[config.mk]
export PLATFORM = sky130hd
export DESIGN_NAME = complex_dot_product_compare
export DESIGN_NICKNAME = d
export VERILOG_FILES = /design/src/sv/cdpc_pkg.sv /design/src/sv/cdpc_acc.sv /design/src/sv/complex_dot_product_compare.sv
export SDC_FILE = /design/constraint.sdc
export NUM_CORES = 2
export LEC_CHECK = 0
export ABC_AREA = 1
export BUFFER_PORTS_ARGS = -buffer_cell sky130_fd_sc_hd__buf_4
export CAP_MARGIN = 20
export CORE_MARGIN = 3
export CORE_UTILIZATION = 56
export DETAILED_ROUTE_END_ITERATION = 10
export PLACE_DENSITY = 0.83
export RECOVER_POWER = 100
export SLEW_MARGIN = 25
export SYNTH_ARGS = -nofsm -noshare
export SYNTH_HDL_FRONTEND = slang
export SYNTH_SLANG_ARGS = --single-unit
export TNS_END_PERCENT = 20
[constraint.sdc]
create_clock -name i_clk -period 9.5 [get_ports i_clk]
set_clock_uncertainty 0.15 [all_clocks]
set_input_delay 0.475 -clock i_clk [delete_from_list [all_inputs] [get_ports i_clk]]
set_output_delay 0.475 -clock i_clk [all_outputs]
set_load 0.1 [all_outputs]
[src/sv/cdpc_pkg.sv]
// shared widths, types and saturation helper for the complex dot product block
`timescale 1ns / 1ps

package cdpc_pkg;

    // element part width (signed Q1.15)
    localparam int PART_W = 16;
    // one partial product width (Q2.30)
    localparam int PROD_W = 2 * PART_W;
    // a sum or difference of two partial products
    localparam int TERM_W = PROD_W + 1;
    // accumulator width
    localparam int ACC_W  = 43;

    // stream widths
    localparam int IN_DATA_W  = 4 * PART_W;
    localparam int OUT_BITS   = 2 * ACC_W + 3;
    localparam int OUT_DATA_W = ((OUT_BITS + 7) / 8) * 8;

    // products and element flags of one item, handed to the accumulate stage
    typedef struct packed {
        logic signed [PROD_W-1:0] rr;   // u_re * v_re
        logic signed [PROD_W-1:0] ii;   // u_im * v_im
        logic signed [PROD_W-1:0] ri;   // u_re * v_im
        logic signed [PROD_W-1:0] ir;   // u_im * v_re
        logic                     eq;   // element of u equals element of v
        logic                     opp;  // element of u equals minus element of v
        logic                     last;
    } t_prod;

    // one finished result
    typedef struct packed {
        logic signed [ACC_W-1:0] dot_re;
        logic signed [ACC_W-1:0] dot_im;
        logic                    is_equal;
        logic                    is_opposite;
        logic                    is_orthogonal;
    } t_result;

    // saturating add of a term to an accumulator
    function automatic logic signed [ACC_W-1:0] sat_add(
        input logic signed [ACC_W-1:0]  acc,
        input logic signed [TERM_W-1:0] term
    );
        logic signed [ACC_W:0] sum;
        begin
            sum = {acc[ACC_W-1], acc} + {{(ACC_W + 1 - TERM_W){term[TERM_W-1]}}, term};
            if (sum[ACC_W] != sum[ACC_W-1]) begin
                // overflow: clamp towards the sign of the true sum
                sat_add = sum[ACC_W] ? {1'b1, {(ACC_W-1){1'b0}}}
                                     : {1'b0, {(ACC_W-1){1'b1}}};
            end else begin
                sat_add = sum[ACC_W-1:0];
            end
        end
    endfunction

endpackage

[src/sv/cdpc_acc.sv]
// accumulate stage: running complex sum, element flags and result forming
`timescale 1ns / 1ps

module cdpc_acc (
    input  logic             i_clk,
    input  logic             i_rst_n,
    input  logic             i_en,       // pipeline advance
    input  logic             i_valid,    // i_item holds a live item
    input  cdpc_pkg::t_prod  i_item,
    output logic             o_res_valid,
    output cdpc_pkg::t_result o_res
);

    logic signed [cdpc_pkg::ACC_W-1:0] r_acc_re, n_acc_re;
    logic signed [cdpc_pkg::ACC_W-1:0] r_acc_im, n_acc_im;
    logic                              r_all_eq, n_all_eq;
    logic                              r_all_opp, n_all_opp;

    logic signed [cdpc_pkg::TERM_W-1:0] term_re;
    logic signed [cdpc_pkg::TERM_W-1:0] term_im;
    logic signed [cdpc_pkg::ACC_W-1:0]  acc_re_upd;
    logic signed [cdpc_pkg::ACC_W-1:0]  acc_im_upd;
    logic                               eq_upd;
    logic                               opp_upd;

    // complex product terms of this element
    assign term_re = {i_item.rr[cdpc_pkg::PROD_W-1], i_item.rr}
                   - {i_item.ii[cdpc_pkg::PROD_W-1], i_item.ii};
    assign term_im = {i_item.ri[cdpc_pkg::PROD_W-1], i_item.ri}
                   + {i_item.ir[cdpc_pkg::PROD_W-1], i_item.ir};

    // updated running state including this element
    assign acc_re_upd = cdpc_pkg::sat_add(r_acc_re, term_re);
    assign acc_im_upd = cdpc_pkg::sat_add(r_acc_im, term_im);
    assign eq_upd     = r_all_eq & i_item.eq;
    assign opp_upd    = r_all_opp & i_item.opp;

    // result from the updated state on the last element
    assign o_res_valid         = i_valid & i_item.last;
    assign o_res.dot_re        = acc_re_upd;
    assign o_res.dot_im        = acc_im_upd;
    assign o_res.is_equal      = eq_upd;
    assign o_res.is_opposite   = opp_upd;
    assign o_res.is_orthogonal = (acc_re_upd == '0) && (acc_im_upd == '0);

    // next state: hold, accumulate, or clear after the last element
    always_comb begin
        n_acc_re  = r_acc_re;
        n_acc_im  = r_acc_im;
        n_all_eq  = r_all_eq;
        n_all_opp = r_all_opp;
        if (i_en && i_valid) begin
            if (i_item.last) begin
                n_acc_re  = '0;
                n_acc_im  = '0;
                n_all_eq  = 1'b1;
                n_all_opp = 1'b1;
            end else begin
                n_acc_re  = acc_re_upd;
                n_acc_im  = acc_im_upd;
                n_all_eq  = eq_upd;
                n_all_opp = opp_upd;
            end
        end
    end

    always_ff @(posedge i_clk) begin
        if (!i_rst_n) begin
            r_acc_re  <= '0;
            r_acc_im  <= '0;
            r_all_eq  <= 1'b1;
            r_all_opp <= 1'b1;
        end else begin
            r_acc_re  <= n_acc_re;
            r_acc_im  <= n_acc_im;
            r_all_eq  <= n_all_eq;
            r_all_opp <= n_all_opp;
        end
    end

endmodule

[src/sv/complex_dot_product_compare.sv]
// Streaming complex dot product with equality, oppositeness and orthogonality
// flags. One element pair (u, v), each part signed Q1.15, is taken per clock;
// the unconjugated sum of u*v is kept in 43-bit saturating accumulators (Q13.30).
// Three register stages (input, products, output) lie between an accepted
// item and its result; a result passes them in that order after its
// last-marked item is accepted. The input keeps taking items while a result
// waits on the output; it stalls only when a second result is ready to leave
// the accumulate stage before the first has been taken.
`timescale 1ns / 1ps

module complex_dot_product_compare (
    input  logic                                i_clk,
    input  logic                                i_rst_n,
    // input item stream
    input  logic                                i_s_axis_tvalid,
    output logic                                o_s_axis_tready,
    // tdata from bit 0: u_re[15:0], u_im[15:0], v_re[15:0], v_im[15:0]
    input  logic [cdpc_pkg::IN_DATA_W-1:0]      i_s_axis_tdata,
    input  logic                                i_s_axis_tlast,
    // result stream
    output logic                                o_m_axis_tvalid,
    input  logic                                i_m_axis_tready,
    // tdata from bit 0: dot_re[42:0], dot_im[42:0], is_equal, is_opposite,
    // is_orthogonal, zero fill to 96 bits
    output logic [cdpc_pkg::OUT_DATA_W-1:0]     o_m_axis_tdata
);

    localparam int PW = cdpc_pkg::PART_W;

    logic                   en;
    logic                   res_valid;
    cdpc_pkg::t_result      res;

    // input stage
    logic                   r_s1_valid;
    logic                   r_s1_last;
    logic signed [PW-1:0]   r_u_re, r_u_im, r_v_re, r_v_im;

    // product stage
    logic                   r_s2_valid;
    cdpc_pkg::t_prod        r_s2_item, n_s2_item;

    // output register
    logic                   r_out_valid;
    cdpc_pkg::t_result      r_out;

    logic signed [PW:0]     neg_v_re, neg_v_im;

    // the pipeline holds only when a new result meets an unread one
    assign en = !(r_s2_valid && r_s2_item.last && r_out_valid && !i_m_axis_tready);
    assign o_s_axis_tready = en;

    // input register
    always_ff @(posedge i_clk) begin
        if (!i_rst_n) begin
            r_s1_valid <= 1'b0;
        end else if (en) begin
            r_s1_valid <= i_s_axis_tvalid;
        end
    end

    always_ff @(posedge i_clk) begin
        if (en && i_s_axis_tvalid) begin
            r_u_re    <= i_s_axis_tdata[PW-1:0];
            r_u_im    <= i_s_axis_tdata[2*PW-1:PW];
            r_v_re    <= i_s_axis_tdata[3*PW-1:2*PW];
            r_v_im    <= i_s_axis_tdata[4*PW-1:3*PW];
            r_s1_last <= i_s_axis_tlast;
        end
    end

    // products and element compares; negation is taken one bit wider
    assign neg_v_re = (PW+1)'(0) - {r_v_re[PW-1], r_v_re};
    assign neg_v_im = (PW+1)'(0) - {r_v_im[PW-1], r_v_im};

    always_comb begin
        n_s2_item.rr   = r_u_re * r_v_re;
        n_s2_item.ii   = r_u_im * r_v_im;
        n_s2_item.ri   = r_u_re * r_v_im;
        n_s2_item.ir   = r_u_im * r_v_re;
        n_s2_item.eq   = (r_u_re == r_v_re) && (r_u_im == r_v_im);
        n_s2_item.opp  = ({r_u_re[PW-1], r_u_re} == neg_v_re)
                      && ({r_u_im[PW-1], r_u_im} == neg_v_im);
        n_s2_item.last = r_s1_last;
    end

    always_ff @(posedge i_clk) begin
        if (!i_rst_n) begin
            r_s2_valid <= 1'b0;
        end else if (en) begin
            r_s2_valid <= r_s1_valid;
        end
    end

    always_ff @(posedge i_clk) begin
        if (en && r_s1_valid) begin
            r_s2_item <= n_s2_item;
        end
    end

    // accumulate stage
    cdpc_acc u_acc (
        .i_clk       (i_clk),
        .i_rst_n     (i_rst_n),
        .i_en        (en),
        .i_valid     (r_s2_valid),
        .i_item      (r_s2_item),
        .o_res_valid (res_valid),
        .o_res       (res)
    );

    // output register
    always_ff @(posedge i_clk) begin
        if (!i_rst_n) begin
            r_out_valid <= 1'b0;
        end else if (en && res_valid) begin
            r_out_valid <= 1'b1;
        end else if (i_m_axis_tready) begin
            r_out_valid <= 1'b0;
        end
    end

    always_ff @(posedge i_clk) begin
        if (en && res_valid) begin
            r_out <= res;
        end
    end

    assign o_m_axis_tvalid = r_out_valid;
    assign o_m_axis_tdata  = {
        {(cdpc_pkg::OUT_DATA_W - cdpc_pkg::OUT_BITS){1'b0}},
        r_out.is_orthogonal,
        r_out.is_opposite,
        r_out.is_equal,
        r_out.dot_im,
        r_out.dot_re
    };

endmodule

After elaboration in Yosys (flattened, before gate mapping)
Index checks and enable logic that the tools add are counted.

Logic and storage cells: 68. Output and inout bits: 98. Register bits: 376.

Bitwise logic cells: 3. Multiplexer cells: 10. Reduce and logical (&&, ||, !) cells: 15. Multiply operators: 4. Equal/unequal tests: 6. $add $sub $neg: 6.

Operators by type and width (count): 43-bit 2-to-1 mux (6); 16-bit by 16-bit multiplier with 32-bit output (4); 43-bit by 33-bit adder with 44-bit output (2); 43-bit zero test (2); 17-bit == test (2); 1-bit by 16-bit subtractor with 17-bit output (first input constant) (2); 32-bit by 32-bit adder with 33-bit output (1); 32-bit by 32-bit subtractor with 33-bit output (1); 16-bit == test (2); 1-bit logical AND (10); 1-bit 2-to-1 mux (4); 1-bit bitwise AND (3); 1-bit zero test (2); 1-bit != test (2); 2-bit nonzero test (1).

Longest topological paths before layout
Depth after elaboration: 6. Mapped depth: 30. Mapped depth without buffers: 28.

Hierarchy
Synthesis repeated with hierarchy kept, for this count alone.

Cell total of the unflattened synthesis: 7840. Area, all modules: 63970.1 um^2.

By module, submodules not included: complex_dot_product_compare (area each 51336.7 um^2, instances 1, cells an instance 5741, seq. area each 8618.3 um^2); cdpc_acc (area each 12633.4 um^2, instances 1, cells an instance 2099, seq. area each 1761.7 um^2).

Worst setup path after synthesis
Ideal clock, no wire load.

Kind: reg-to-reg. From: register r_out_valid (netlist: o_m_axis_tvalid). To: register r_s2_item[0] (netlist name) (enable). Setup time: 0.623 ns. Data arrival time: 6.401 ns. Required time: 8.727 ns. Path buffers: 0. Stages on the path, launching flop included: 6. Path slack: 2.326 ns. Path through: dfxtp_1 inv_1 nor2_1 inv_1 nor2_1 nor2_1.

Word-level cells in the longest chain between the ends: 4.

RTL lines: start, declared (line complex_dot_product_compare.sv:44) `logic r_out_valid;`; start signal, assigned (line complex_dot_product_compare.sv:115) `r_out_valid <= 1'b0;`; start signal, assigned (line complex_dot_product_compare.sv:117) `r_out_valid <= 1'b1;`; start signal, assigned (line complex_dot_product_compare.sv:119) `r_out_valid <= 1'b0;`; 1-bit logical AND (2 in a row) (line complex_dot_product_compare.sv:50) `assign en = !(r_s2_valid && r_s2_item.last && r_out_valid && !i_m_axis_tready);`; 1-bit zero test (line complex_dot_product_compare.sv:50); 1-bit logical AND (line complex_dot_product_compare.sv:96) `if (en && r_s1_valid) begin`; end signal, assigned (line complex_dot_product_compare.sv:97) `r_s2_item <= n_s2_item;`; end, declared (line complex_dot_product_compare.sv:41) `cdpc_pkg::t_prod r_s2_item, n_s2_item;`.

No other way between the ends. A chain may end at the register's enable or synchronous reset.

==> summary.txt <==
Routing
  – Vias per inst: around 5.4
  – Drt initial violations: around 5,000
  – Vias post-DR: between 50,000 and 60,000
  – Drt first pass iters: 7
  – Wire per inst: ~18 um
  – Routed WL: 176,000 um
  – Detailed-route DRC error count: 0
  – Post-DRT Antenna Nets: 0

Yosys
  – Synth top area share: around 36%
  – Largest family of logic cells by synthesized area: adder cells
  – Register area share after synthesis: 16.3%
  – Mapped Area: about 0.064 mm^2
  – Most used flip-flop cell after synthesis: edfxtp_1
  – Top-count cell post-synth: inv_1
  – Cell taking the most area after synthesis: fa_1
  – Synth warn: 0
  – Compound-gate portion of the synthesized area: 4.40%
  – Post-Synth Adder-Cell Area: 44.6%
  – Seq cells post-synth: 376
  – Simple logic cell fraction of the synthesized area: around 17%
  – Synth top area cells: fa_1 (36%), edfxtp_1 (13%), inv_1 (13%)
  – Synth async-reset ratio: 0%
  – Top cells by count, synth: inv_1 (2,215), nand2_1 (2,031), fa_1 (1,135)
  – Unique masters post-synth: 57
  – Post-synth EDFFs: between 200 and 300
  – Synthesized instance count: 7,891
  – Mean Syn Cell Area: 8.07 um^2
  – Post-synthesis mux area share: 0%
  – Post-Synth XOR/XNOR Area: under 10%

Die
  – Die area: 0.118 mm^2
  – Die span in y: around 340 um
  – Starting Density: between 50 and 60%
  – # rows: 123
  – Die extent in x: 343 um
  – I/O pin cnt: 167
  – Core box area: ~0.11 mm^2

Flow run
  – Max-cap violations: 12

Clocking
  – CTS tree: done
  – Later-pin clock latency in the skew report: approximately 0.66 ns
  – Max H-tree Level: 2
  – Clk root buf: clkbuf_16
  – Post-CTS Hold Buffers: between 60 and 70
  – Post_cts resized: 0
  – Num Clock Sinks: around 380
  – CTS Buf Count: 47
  – Clk slew on worst S/H paths: approximately 0.060 ns
  – Maximum buffer depth of the clock tree: 3
  – Post-CTS Setup Repair Bufs: 0

Timing
  – FMAX: ~130 MHz
  – Worst-Margin Slew: between 4 and 5 ns
  – Final Hold Vio Count: 0
  – Post-Route Setup TNS: 0 ns
  – Slew margin rel.: -233%
  – RSZ-0062 raised after global routing: no
  – Final period util: between 80 and 90%
  – Fin. max-slew vios: 750
  – Crit path time final: roughly 7.9 ns
  – Final setup fails: 0

Global route
  – GRT Total Usage: 30.5%
  – Remaining global-route overflow: 0
  – Vias in the first global route: 53,400
  – Routing usage on met1: between 40 and 50%
  – Largest net degree at the start of global routing: 90
  – GR Util met2: 47.7%
  – Global-route wire length before repair: roughly 280,000 um
  – Busiest grt layer: met2
  – Met3 usage: approximately 7.1%
  – Initial antenna violation count: 5

Worst setup path
  – Crit path max-delay family: simple AND/OR/NAND/NOR gates
  – Critical path fanouts, max: 60
  – Worst path bufs/invs: 4
  – CP Launch Type: flop
  – Critical Path Sink Type: flop
  – Worst path max stage delay: roughly 1.7 ns
  – Crit path kind: reg2reg
  – WP data required: 9.72 ns
  – Crit path arrival time: about 8 ns
  – Worst-path cell chain: clkbuf_1, fa_1, ha_1, nand2_1, nor2_1, inv_1, nor3_1, nand3_1, nand3_1, inv_1, o21ai_0, xor2_1, inv_1, ha_1, nand3_1, nand2_1, nor2_1, nand2_1, nor2_1, nand3_1, nor2_1
  – Slowest cell on the critical path: nand3_1

Placement
  – Post-DP Area: roughly 0.066 mm^2
  – Detailed Place HPWL: between 100,000 and 150,000 um
  – Number of input and output port buffers inserted: around 160
  – Placer Congestion: roughly 1

Final layout
  – Sequential Area: approximately 0.010 mm^2
  – Layout Nets: roughly 9,600
  – Fillers: about 9,600
  – Area growth, synth to finish: 6.71%
  – Share of layout cells above drive strength 1: approximately 3.1%
  – Design area: slightly below 0.07 mm^2
  – Area of the multi-input gates: 0.0438 mm^2

Min path
  – Hold WC Path Type: reg2reg

Status
  – Outcome: complete, but fails checks
  – Failing checks: max-capacitance violations, max-slew violations
worst reg2reg max path: stages, from the launching register on:
cell	delay, ns
edfxtp_1	0.63
clkbuf_1	0.75
fa_1	0.58
ha_1	0.38
nand2_1	0.12
nor2_1	0.23
inv_1	0.09
nor3_1	0.27
nand3_1	0.14
nand3_1	0.15
inv_1	0.04
o21ai_0	0.19
xor2_1	0.21
inv_1	0.06
ha_1	0.69
nand3_1	1.67
nand2_1	0.86
nor2_1	0.08
nand2_1	0.12
nor2_1	0.06
nand3_1	0.07
nor2_1	0.06
metal layers:
metal,up-vias,routed length [um]
met5,-,27
met4,4,9440
met3,575,19800
met2,2788,78400
met1,24800,67900
li1,23100,-
registers in the layout, indices dropped and copies added (netlist names):
register         flops
o_m_axis_tdata      89
u_acc.r_all_eq       1
u_acc.r_acc_re      43
r_s1_valid           1
r_s2_valid           1
r_u_re              16
r_v_im              16
r_v_re              16
r_s2_item          131
o_m_axis_tvalid      1
u_acc.r_all_opp      1
r_u_im              16
u_acc.r_acc_im      43
r_s1_last            1
worst paths after layout:
| path | start | end | slack (ns) | depth (start not counted) |
|---|---|---|---|---|
| setup / recovery | r_s2_item[66]$_DFFE_PP_ | o_m_axis_tdata[88]$_DFFE_PP_ | 1.63 | 21 |
| hold / removal | r_s1_last$_DFFE_PP_ | r_s2_item[0]$_DFFE_PP_ | 0.28 | 0 |
| setup reg to reg | r_s2_item[66]$_DFFE_PP_ | o_m_axis_tdata[88]$_DFFE_PP_ | 1.63 | 21 |
| hold reg to reg | r_s1_last$_DFFE_PP_ | r_s2_item[0]$_DFFE_PP_ | 0.28 | 0 |
stage by stage:
stage / worst slack (ns) / cells / utilization, % / hold slack (ns)
after global routing: 1.05 / 9495 / 60.3 / 0.290
after global placement: 2.56 / 9336 / 58.7 / 0.254
after detailed placement: 2.34 / 9338 / 58.8 / 0.264
final: 1.63 / 9496 / 60.3 / 0.276
after CTS: 2.33 / 9494 / 60.8 / 0.279
after floorplan: 2.33 / 7897 / - / 0.250
cells by family (layout without fill, tap and decap cells):
family,count (synthesis),in the layout
AO/OA/AOI/OAI,510,510
XOR/XNOR,197,197
adder cells (fa/ha/maj),1587,1587
buffers and inverters,2518,2616
flip-flops,376,376
other,1,8
AND/OR/NAND/NOR,2702,2702
cell usage in the layout, fill, tap and decap left out, types with 111 or more instances in the layout:
cell / Yosys / final
a21oi_1: 307 / 307
inv_1: 2215 / 2216
xor2_1: 111 / 111
clkbuf_1: 265 / 131
nand2_1: 2031 / 2031
fa_1: 1135 / 1135
edfxtp_1: 285 / 285
nor2_1: 311 / 308
ha_1: 452 / 452
nand3_1: 203 / 205
area by class of cell:
class / count / share of cell area [%]
clock inverter: 30 / 0.521
tap: 1500 / 2.76
timing repair buffer: 305 / 2.98
inverter: 2223 / 12.3
multi-input combinational: 5003 / 64.4
clock buffer: 58 / 1.79
antenna: 1 / 0.00368
sequential: 376 / 15.3
Power is not shown: default switching activity piles up to over one toggle a cycle in this logic, so the estimate is an artifact.
